<file path="src/sv/motor_fault_persistence_monitor_macros.svh">
// Assertion macros for the motor fault persistence monitor.
// Expects clk and arst_n in the scope of each use.
`ifndef MOTOR_FAULT_PERSISTENCE_MONITOR_MACROS_SVH
`define MOTOR_FAULT_PERSISTENCE_MONITOR_MACROS_SVH

`ifndef SYNTH
`define FMP_ASSERT_IMP(label, ante, cons) \
	label: assert property (@(posedge clk) disable iff (!arst_n) (ante) |-> (cons)) \
		else $error("fmp assertion failed");
`define FMP_ASSERT_NXT(label, ante, cons) \
	label: assert property (@(posedge clk) disable iff (!arst_n) (ante) |=> (cons)) \
		else $error("fmp assertion failed");
`else
`define FMP_ASSERT_IMP(label, ante, cons)
`define FMP_ASSERT_NXT(label, ante, cons)
`endif

`endif

</file>
<file path="src/sv/fmp_pkg.sv">
// Shared types and constants of the motor fault persistence monitor.
// No dependencies.
`timescale 1ns / 1ps

package fmp_pkg;

	typedef logic [6:0]  persist_t;
	typedef logic [16:0] comm_cnt_t;

	localparam persist_t  PERSIST_MAX = 7'd127;
	localparam comm_cnt_t COMM_MAX    = 17'd131071;

	typedef enum logic [1:0] {
		ERR_NONE    = 2'd0,
		ERR_CURRENT = 2'd1,
		ERR_COMM    = 2'd2,
		ERR_TEMP    = 2'd3
	} err_t;

	typedef enum logic [2:0] {
		REG_CURRENT_LIMIT  = 3'd0,
		REG_REVERSE_CUTOFF = 3'd1,
		REG_TEMP_LIMIT     = 3'd2,
		REG_PERSIST_COUNT  = 3'd3,
		REG_COMM_TIMEOUT   = 3'd4
	} reg_idx_t;

	localparam logic [14:0]        RST_CURRENT_LIMIT  = 15'd6400;
	localparam logic signed [15:0] RST_REVERSE_CUTOFF = -16'sd2560;
	localparam logic signed [15:0] RST_TEMP_LIMIT     = 16'sd20480;
	localparam persist_t           RST_PERSIST_COUNT  = 7'd60;
	localparam comm_cnt_t          RST_COMM_TIMEOUT   = 17'd100000;

	typedef struct packed {
		logic [14:0]        current_limit;
		logic signed [15:0] reverse_current_cutoff;
		logic signed [15:0] temperature_limit;
		persist_t           persist_count;
		comm_cnt_t          comm_timeout_count;
	} cfg_t;

	// counters of the selected motor
	typedef struct packed {
		logic      motor_ok;
		persist_t  cur;
		comm_cnt_t comm;
		persist_t  temp;
	} ctr_rd_t;

	typedef struct packed {
		logic      cur_we;
		logic      comm_we;
		logic      temp_we;
		persist_t  cur;
		comm_cnt_t comm;
		persist_t  temp;
	} ctr_wr_t;

endpackage

</file>
<file path="src/sv/fmp_req_if.sv">
// Input channel of the fault monitor: one fault check item.
// Depends on nothing.
`timescale 1ns / 1ps

interface fmp_req_if;
	logic               valid;
	logic               ready;
	logic [2:0]         motor_index;
	logic signed [15:0] current_sample;
	logic signed [15:0] temperature_sample;
	logic               heartbeat_arrived;
	logic signed [31:0] position_sample;

	modport source (output valid, motor_index, current_sample, temperature_sample,
		heartbeat_arrived, position_sample, input ready);
	modport sink (input valid, motor_index, current_sample, temperature_sample,
		heartbeat_arrived, position_sample, output ready);
endinterface

</file>
<file path="src/sv/fmp_rsp_if.sv">
// Output channel of the fault monitor: one result item per check.
// Depends on nothing.
`timescale 1ns / 1ps

interface fmp_rsp_if;
	logic               valid;
	logic               ready;
	logic               fault;
	logic [1:0]         error_kind;
	logic               safe_cmd_valid;
	logic signed [31:0] safe_target_pos;

	modport source (output valid, fault, error_kind, safe_cmd_valid, safe_target_pos,
		input ready);
	modport sink (input valid, fault, error_kind, safe_cmd_valid, safe_target_pos,
		output ready);
endinterface

</file>
<file path="src/sv/fmp_cfg_regs.sv">
// Configuration register file of the fault monitor.
// Depends on fmp_pkg.
`timescale 1ns / 1ps

module fmp_cfg_regs
	import fmp_pkg::*;
(
	input  logic        clk,
	input  logic        arst_n,
	input  logic        wr_en,
	input  logic [2:0]  wr_index,
	input  logic [16:0] wr_data,
	output cfg_t        cfg
);

	cfg_t cfg_q;

	always_ff @(posedge clk or negedge arst_n) begin
		if (!arst_n) begin
			cfg_q.current_limit          <= RST_CURRENT_LIMIT;
			cfg_q.reverse_current_cutoff <= RST_REVERSE_CUTOFF;
			cfg_q.temperature_limit      <= RST_TEMP_LIMIT;
			cfg_q.persist_count          <= RST_PERSIST_COUNT;
			cfg_q.comm_timeout_count     <= RST_COMM_TIMEOUT;
		end else if (wr_en) begin
			unique case (wr_index)
				REG_CURRENT_LIMIT:  cfg_q.current_limit <= wr_data[14:0];
				REG_REVERSE_CUTOFF: cfg_q.reverse_current_cutoff <= signed'(wr_data[15:0]);
				REG_TEMP_LIMIT:     cfg_q.temperature_limit <= signed'(wr_data[15:0]);
				REG_PERSIST_COUNT:  cfg_q.persist_count <= wr_data[6:0];
				REG_COMM_TIMEOUT:   cfg_q.comm_timeout_count <= wr_data;
				default: begin
				end
			endcase
		end
	end

	assign cfg = cfg_q;

endmodule

</file>
<file path="src/sv/fmp_ctr_bank.sv">
// Per-motor persistence counters, one lane of flops per motor.
// Depends on fmp_pkg.
`timescale 1ns / 1ps

module fmp_ctr_bank
	import fmp_pkg::*;
#(
	parameter int MOTOR_COUNT = 6
) (
	input  logic       clk,
	input  logic       arst_n,
	input  logic [2:0] motor_index,
	input  logic       upd,
	input  ctr_wr_t    wr,
	output ctr_rd_t    rd
);

	persist_t  cur_q  [MOTOR_COUNT];
	comm_cnt_t comm_q [MOTOR_COUNT];
	persist_t  temp_q [MOTOR_COUNT];
	logic [MOTOR_COUNT-1:0] hit;

	always_comb begin
		for (int m = 0; m < MOTOR_COUNT; m++) begin
			hit[m] = ({29'd0, motor_index} == 32'(m));
		end
	end

	// lanes are one-hot, so an OR of the masked lanes selects
	always_comb begin
		rd          = '0;
		rd.motor_ok = |hit;
		for (int m = 0; m < MOTOR_COUNT; m++) begin
			if (hit[m]) begin
				rd.cur  = rd.cur | cur_q[m];
				rd.comm = rd.comm | comm_q[m];
				rd.temp = rd.temp | temp_q[m];
			end
		end
	end

	for (genvar g = 0; g < MOTOR_COUNT; g++) begin : g_lane
		always_ff @(posedge clk or negedge arst_n) begin
			if (!arst_n) begin
				cur_q[g]  <= '0;
				comm_q[g] <= '0;
				temp_q[g] <= '0;
			end else if (upd && hit[g]) begin
				if (wr.cur_we) begin
					cur_q[g] <= wr.cur;
				end
				if (wr.comm_we) begin
					comm_q[g] <= wr.comm;
				end
				if (wr.temp_we) begin
					temp_q[g] <= wr.temp;
				end
			end
		end
	end

endmodule

</file>
<file path="src/sv/fmp_check.sv">
// Check logic: over-current, communication timeout, over-temperature in order.
// Depends on fmp_pkg.
`timescale 1ns / 1ps

module fmp_check
	import fmp_pkg::*;
(
	input  cfg_t               cfg,
	input  ctr_rd_t            rd,
	input  logic signed [15:0] current_sample,
	input  logic signed [15:0] temperature_sample,
	input  logic               heartbeat_arrived,
	output ctr_wr_t            wr,
	output logic               fired,
	output err_t               fire_kind
);

	logic [15:0] mag;
	logic        cur_in_range;
	logic        cur_fire;
	logic        comm_fire;
	logic        temp_fire;

	always_comb begin
		// magnitude of the most negative sample is 32768, which fits unsigned
		mag          = current_sample[15] ? 16'(~current_sample + 16'd1) : current_sample;
		cur_in_range = (current_sample >= cfg.reverse_current_cutoff);

		if (mag > {1'b0, cfg.current_limit}) begin
			wr.cur = (rd.cur == PERSIST_MAX) ? PERSIST_MAX : 7'(rd.cur + 7'd1);
		end else begin
			wr.cur = '0;
		end
		cur_fire = rd.motor_ok && cur_in_range && (wr.cur > cfg.persist_count);

		if (heartbeat_arrived) begin
			wr.comm = '0;
		end else begin
			wr.comm = (rd.comm == COMM_MAX) ? COMM_MAX : 17'(rd.comm + 17'd1);
		end
		comm_fire = rd.motor_ok && !cur_fire && (wr.comm > cfg.comm_timeout_count);

		if (temperature_sample > cfg.temperature_limit) begin
			wr.temp = (rd.temp == PERSIST_MAX) ? PERSIST_MAX : 7'(rd.temp + 7'd1);
		end else begin
			wr.temp = '0;
		end
		temp_fire = rd.motor_ok && !cur_fire && !comm_fire &&
			(wr.temp > cfg.persist_count);

		// a fired check stops the later ones, their counters hold
		wr.cur_we  = rd.motor_ok && cur_in_range;
		wr.comm_we = rd.motor_ok && !cur_fire;
		wr.temp_we = rd.motor_ok && !cur_fire && !comm_fire;

		fired = cur_fire || comm_fire || temp_fire;
		priority if (cur_fire) begin
			fire_kind = ERR_CURRENT;
		end else if (comm_fire) begin
			fire_kind = ERR_COMM;
		end else if (temp_fire) begin
			fire_kind = ERR_TEMP;
		end else begin
			fire_kind = ERR_NONE;
		end
	end

endmodule

</file>
<file path="src/sv/motor_fault_persistence_monitor.sv">
// Motor fault persistence monitor. Each request item is one fault check for one
// motor; every item yields exactly one result item. An item is taken into an
// input register, checked there against the selected motor's counters and the
// configuration, and its result lands in an output register, so the block takes
// one item per cycle. A result is offered from the output register once its
// item has moved on from the input register. Throughput drops only while the
// output register is full and not taken. The error kind latches and is cleared
// only by reset. Configuration is written through wr_en, wr_index and wr_data;
// the user must do so only while no item is in flight; the block does not check.
`timescale 1ns / 1ps

`include "motor_fault_persistence_monitor_macros.svh"

module motor_fault_persistence_monitor
	import fmp_pkg::*;
#(
	parameter int MOTOR_COUNT = 6
) (
	input  logic        clk,
	input  logic        arst_n,
	input  logic        wr_en,
	input  logic [2:0]  wr_index,
	input  logic [16:0] wr_data,
	fmp_req_if.sink     req,
	fmp_rsp_if.source   rsp
);

	cfg_t    cfg;
	ctr_rd_t rd;
	ctr_wr_t wr;
	logic    fired;
	err_t    fire_kind;

	logic               valid_s1;
	logic [2:0]         motor_index_s1;
	logic signed [15:0] current_sample_s1;
	logic signed [15:0] temperature_sample_s1;
	logic               heartbeat_arrived_s1;
	logic signed [31:0] position_sample_s1;

	logic               valid_s2;
	logic               fault_s2;
	err_t               error_kind_s2;
	logic signed [31:0] safe_target_pos_s2;

	err_t latched_q;
	err_t latched_next;
	logic adv;

	assign adv       = valid_s1 && (!valid_s2 || rsp.ready);
	assign req.ready = !valid_s1 || !valid_s2 || rsp.ready;

	fmp_cfg_regs u_cfg (
		.clk      (clk),
		.arst_n   (arst_n),
		.wr_en    (wr_en),
		.wr_index (wr_index),
		.wr_data  (wr_data),
		.cfg      (cfg)
	);

	fmp_ctr_bank #(
		.MOTOR_COUNT (MOTOR_COUNT)
	) u_ctr (
		.clk         (clk),
		.arst_n      (arst_n),
		.motor_index (motor_index_s1),
		.upd         (adv),
		.wr          (wr),
		.rd          (rd)
	);

	fmp_check u_check (
		.cfg                (cfg),
		.rd                 (rd),
		.current_sample     (current_sample_s1),
		.temperature_sample (temperature_sample_s1),
		.heartbeat_arrived  (heartbeat_arrived_s1),
		.wr                 (wr),
		.fired              (fired),
		.fire_kind          (fire_kind)
	);

	assign latched_next = fired ? fire_kind : latched_q;

	always_ff @(posedge clk or negedge arst_n) begin
		if (!arst_n) begin
			valid_s1 <= 1'b0;
		end else if (req.ready) begin
			valid_s1 <= req.valid;
		end
	end

	always_ff @(posedge clk) begin
		if (req.ready && req.valid) begin
			motor_index_s1        <= req.motor_index;
			current_sample_s1     <= req.current_sample;
			temperature_sample_s1 <= req.temperature_sample;
			heartbeat_arrived_s1  <= req.heartbeat_arrived;
			position_sample_s1    <= req.position_sample;
		end
	end

	always_ff @(posedge clk or negedge arst_n) begin
		if (!arst_n) begin
			valid_s2  <= 1'b0;
			latched_q <= ERR_NONE;
		end else begin
			if (adv) begin
				valid_s2  <= 1'b1;
				latched_q <= latched_next;
			end else if (rsp.ready) begin
				valid_s2 <= 1'b0;
			end
		end
	end

	always_ff @(posedge clk) begin
		if (adv) begin
			fault_s2           <= fired;
			error_kind_s2      <= latched_next;
			safe_target_pos_s2 <= (latched_next == ERR_COMM) ? position_sample_s1 : '0;
		end
	end

	assign rsp.valid           = valid_s2;
	assign rsp.fault           = fault_s2;
	assign rsp.error_kind      = error_kind_s2;
	assign rsp.safe_cmd_valid  = (error_kind_s2 != ERR_NONE);
	assign rsp.safe_target_pos = safe_target_pos_s2;

	`FMP_ASSERT_NXT(a_latch_sticky, latched_q != ERR_NONE, latched_q != ERR_NONE)
	`FMP_ASSERT_NXT(a_latch_hold, !adv, $stable(latched_q))
	`FMP_ASSERT_IMP(a_fault_kind, rsp.valid && rsp.fault, rsp.error_kind != ERR_NONE)
	`FMP_ASSERT_IMP(a_pos_zero, rsp.valid && rsp.error_kind != ERR_COMM, rsp.safe_target_pos == '0)
	`FMP_ASSERT_IMP(a_no_fire_bad_motor, valid_s1 && !rd.motor_ok, !fired)

endmodule

</file>
<file path="src/flat_wrapper.sv">
// flat-port wrapper written by rule: the top's interface ports become plain ports
module motor_fault_persistence_monitor_flat import fmp_pkg::*;
#(
	parameter int MOTOR_COUNT = 6
)
  (clk, arst_n, wr_en, wr_index, wr_data, req_valid, req_motor_index, req_current_sample, req_temperature_sample, req_heartbeat_arrived, req_position_sample, req_ready, rsp_valid, rsp_fault, rsp_error_kind, rsp_safe_cmd_valid, rsp_safe_target_pos, rsp_ready);
  fmp_req_if req_i ();
  fmp_rsp_if rsp_i ();
  input  logic clk;
  input  logic arst_n;
  input  logic wr_en;
  input  logic [2:0] wr_index;
  input  logic [16:0] wr_data;
  input wire logic [$bits(req_i.valid)-1:0] req_valid;
  input wire logic [$bits(req_i.motor_index)-1:0] req_motor_index;
  input wire logic [$bits(req_i.current_sample)-1:0] req_current_sample;
  input wire logic [$bits(req_i.temperature_sample)-1:0] req_temperature_sample;
  input wire logic [$bits(req_i.heartbeat_arrived)-1:0] req_heartbeat_arrived;
  input wire logic [$bits(req_i.position_sample)-1:0] req_position_sample;
  output wire logic [$bits(req_i.ready)-1:0] req_ready;
  output wire logic [$bits(rsp_i.valid)-1:0] rsp_valid;
  output wire logic [$bits(rsp_i.fault)-1:0] rsp_fault;
  output wire logic [$bits(rsp_i.error_kind)-1:0] rsp_error_kind;
  output wire logic [$bits(rsp_i.safe_cmd_valid)-1:0] rsp_safe_cmd_valid;
  output wire logic [$bits(rsp_i.safe_target_pos)-1:0] rsp_safe_target_pos;
  input wire logic [$bits(rsp_i.ready)-1:0] rsp_ready;
  assign req_i.valid = req_valid;
  assign req_i.motor_index = req_motor_index;
  assign req_i.current_sample = req_current_sample;
  assign req_i.temperature_sample = req_temperature_sample;
  assign req_i.heartbeat_arrived = req_heartbeat_arrived;
  assign req_i.position_sample = req_position_sample;
  assign req_ready = req_i.ready;
  assign rsp_valid = rsp_i.valid;
  assign rsp_fault = rsp_i.fault;
  assign rsp_error_kind = rsp_i.error_kind;
  assign rsp_safe_cmd_valid = rsp_i.safe_cmd_valid;
  assign rsp_safe_target_pos = rsp_i.safe_target_pos;
  assign rsp_i.ready = rsp_ready;
  motor_fault_persistence_monitor #(.MOTOR_COUNT(MOTOR_COUNT)) u_core (.clk(clk), .arst_n(arst_n), .wr_en(wr_en), .wr_index(wr_index), .wr_data(wr_data), .req(req_i), .rsp(rsp_i));
endmodule
</file>
<file path="config.mk">
export PLATFORM = sky130hd
export DESIGN_NAME = motor_fault_persistence_monitor_flat
export DESIGN_NICKNAME = d
export VERILOG_FILES = /design/src/sv/fmp_pkg.sv /design/src/sv/fmp_req_if.sv /design/src/sv/fmp_rsp_if.sv /design/src/sv/fmp_cfg_regs.sv /design/src/sv/fmp_ctr_bank.sv /design/src/sv/fmp_check.sv /design/src/sv/motor_fault_persistence_monitor.sv /design/src/flat_wrapper.sv
export VERILOG_INCLUDE_DIRS = /design/src /design/src/sv
export SDC_FILE = /design/constraint.sdc
export NUM_CORES = 1
export LEC_CHECK = 0
export ABC_AREA = 1
export BUFFER_PORTS_ARGS = -buffer_cell sky130_fd_sc_hd__buf_2
export CAP_MARGIN = 30
export CORE_MARGIN = 2
export CORE_UTILIZATION = 50
export DETAILED_ROUTE_END_ITERATION = 8
export PLACE_DENSITY = 0.78
export SYNTH_ARGS = -nofsm -noshare
export SYNTH_HDL_FRONTEND = slang
export SYNTH_SLANG_ARGS = --single-unit
</file>
<file path="constraint.sdc">
create_clock -name clk -period 13.05 [get_ports clk]
set_input_delay 1.305 -clock clk [delete_from_list [all_inputs] [get_ports clk]]
set_output_delay 1.305 -clock clk [all_outputs]
set_load 0.005 [all_outputs]
</file>
==> impl_metrics.ini <==
[outcome]
outcome = complete, no violations

[global_route]
grt_pass1_wl_um = 74900
antenna_found_initial = 0
grt_max_degree = 119
grt_pass1_vias = 14700
overflow = 0
grt_use_total_pct = 24.7

[cts]
clockBufferDepth = 3
cts-hold-fix-buffers = 0
cts_tree = yes
cts-root-buf = clkbuf_16
cts_setup_buffers = 0
clock_sinks = 364
clk_pin_slew_ns = 0.06
cts_resized = 0
clk_latency_ns = 0.54
cts_buffers = 39
htreeDepth = 2

[yosys]
async_flop_share_pct = 71.7
ys_top_cells_by_area = dfrtp_1, edfxtp_1, nand2_1, ha_1, inv_1
synthCells = 2180
yosysSeqAreaShare_pct = 52.6
ys_warn_count = 0
synth_seq_cells = 364
synth_edf_count = 103
synth_top_area_share_pct = 32.7
synth_nets = 2355
synth_area_leader_cell = dfrtp_1
synth_top_cells_by_count = nand2_1, inv_1, dfrtp_1
syn_area_mm2 = 0.0184
yosysMostFrequentCell = nand2_1
synth_cell_types = 53
synth.avg_cell_area_um2 = 8.42
ys.flop_type = dfrtp_1

[floorplanning]
dieWidth_um = 196
die_h_um = 196
core.rowCount = 70
ioPinCount = 131
die_area_mm2 = 0.0383
initial_utilization_pct = 50.5
core_mm2 = 0.0363

[power]
power.leakage_nw = 10.7
power.density_mw_per_mm2 = 149
ir_worst_vdd_uv = 132

[timing]
hold_viol_final = 0
fin_crit_sh_pct = 48.7
setup_violations = 0
fin_crit_ns = 6.36
fmax_mhz = 157
tightest_slew_ns = 0.981
slew-limit-headroom_pct = 34.4
fin_skew_ns = 0.0143
setup_tns_ns = 0
slew_violations = 0
grt_setup_unrepaired = false

[critical_path]
crit_required_ns = 13.52
cp-end-kind = flop
start_kind = flop
slowest_delay_ns = 0.84
cp.arrival_ns = 6.83
path_class = flop to flop
worstPathMaxFanout = 28
path_common_cell = nand2_1
slowest_stage = inv_1

[placed_design]
place_area_mm2 = 0.0194
dp_hpwl_um = 31500
portBuffers = 130
place_congestion = 0.977

[route]
drt-total-wl_um = 46200
first_iter_violations = 1383
detail-route-antenna-nets = 0
drc = 0
dr.pass1.iters = 6
wl_per_cell_um = 16.5
vias = 15000
viasPerCell = 5.35

[finish]
finalNetCount = 2479
drive_gt1_share_pct = 13.1
fin_area_mm2 = 0.0207
syn_to_final_growth_pct = 12.9
multi_input_area_mm2 = 0.00737
n_fill_cell = 3062
antenna_cells = 0
register_area_mm2 = 0.00965

[min_path]
hp-class = flop to flop

[flow_run]
cap_violations = 0
-- cell type report --
class                   count  area share (%)
flip-flops and latches    364            46.6
multi-input cells        1483            35.5
clock buffers              52            5.28
inverters                 274            4.99
repair buffers            142            3.85
well taps                 468            2.82
clock inverters            20           0.966
-- kinds of logic after synthesis --
kind of cell / Yosys count / synth area share (%)
buf+inv: 333 / 7.36
flops: 364 / 52.6
simple gates: 1151 / 26.3
compound gates: 232 / 7.30
xor+xnor: 18 / 0.859
fa+ha+maj: 82 / 5.59
-- layout by cell type (no fill, tap or decap), types with 37 or more instances in the layout --
master / Yosys / layout
dfrtp_1: 240 / 240
clkbuf_16: 0 / 39
nor2_1: 159 / 158
nand2_1: 790 / 790
ha_1: 82 / 82
buf_2: 13 / 129
edfxtp_1: 103 / 103
o21ai_0: 141 / 141
inv_1: 259 / 259
a21oi_1: 37 / 37
nand3_1: 123 / 123
-- flip-flops by register name, indices dropped and copies added, names as in the netlist, 3 cells and up --
name	count
u_core.u_ctr.comm_q	102
u_core.u_cfg.cfg	71
u_core.u_ctr.temp_q	42
u_core.position_sample_s1	32
u_core.u_ctr.cur_q	42
u_core.current_sample_s1	16
u_core.temperature_sample_s1	16
u_core.rsp.safe_target_pos	32
u_core.motor_index_s1	3
-- per-layer routing --
layer | track usage, % | routed length, um
met1 | 31.9 | 18800
met2 | 41.3 | 21800
met3 | 4.20 | 3800
met4 | 10.3 | 1770
met5 | 0 | 0
-- power breakdown --
part	internal, mW	switching (mW)	total, mW
Sequential	1.35	0.0711	1.43
Combinational	0.184	0.366	0.549
Clock	0.655	0.461	1.12
Total	2.19	0.897	3.09
-- path summary, 6_finish.rpt --
check                                            start                 endpoint  slack (ns)  cells after the start
min reg2reg                            u_core.valid_s1         u_core.rsp.valid        0.48                      2
min in group asynchronous                       arst_n  u_core.u_ctr.comm_q[65]        0.86                      1
min                                    u_core.valid_s1         u_core.rsp.valid        0.48                      2
max reg2reg                u_core.current_sample_s1[1]  u_core.u_ctr.comm_q[97]        6.69                     26
max in group asynchronous                       arst_n     u_core.u_cfg.cfg[51]       10.72                      2
max                        u_core.current_sample_s1[1]  u_core.u_ctr.comm_q[97]        6.69                     26
-- through the flow --
step / power [mW] / hold slack [ns] / util [%] / setup slack, ns / instances
5_1_grt: 3.25 / 0.493 / 57.0 / 6.01 / 2803
3_5_place_dp: 1.99 / 0.463 / 53.4 / 6.79 / 2730
2_1_floorplan: 1.79 / 0.442 / - / 8.23 / 2180
3_3_place_gp: 1.96 / 0.458 / 53.3 / 6.48 / 2728
6_report: 3.09 / 0.478 / 57.0 / 6.69 / 2803
4_1_cts: 3.10 / 0.478 / 57.0 / 6.75 / 2802
-- worst max-delay path: cells and delay by family, from the launching register on --
kind / cells / cell delay [ns]
compound gates: 3 / 0.55
xor+xnor: 1 / 0.11
buf+inv: 2 / 0.96
fa+ha+maj: 3 / 0.84
flops: 1 / 0.40
simple gates: 17 / 3.42
No activity file was read; power rests on OpenSTA's default activity.
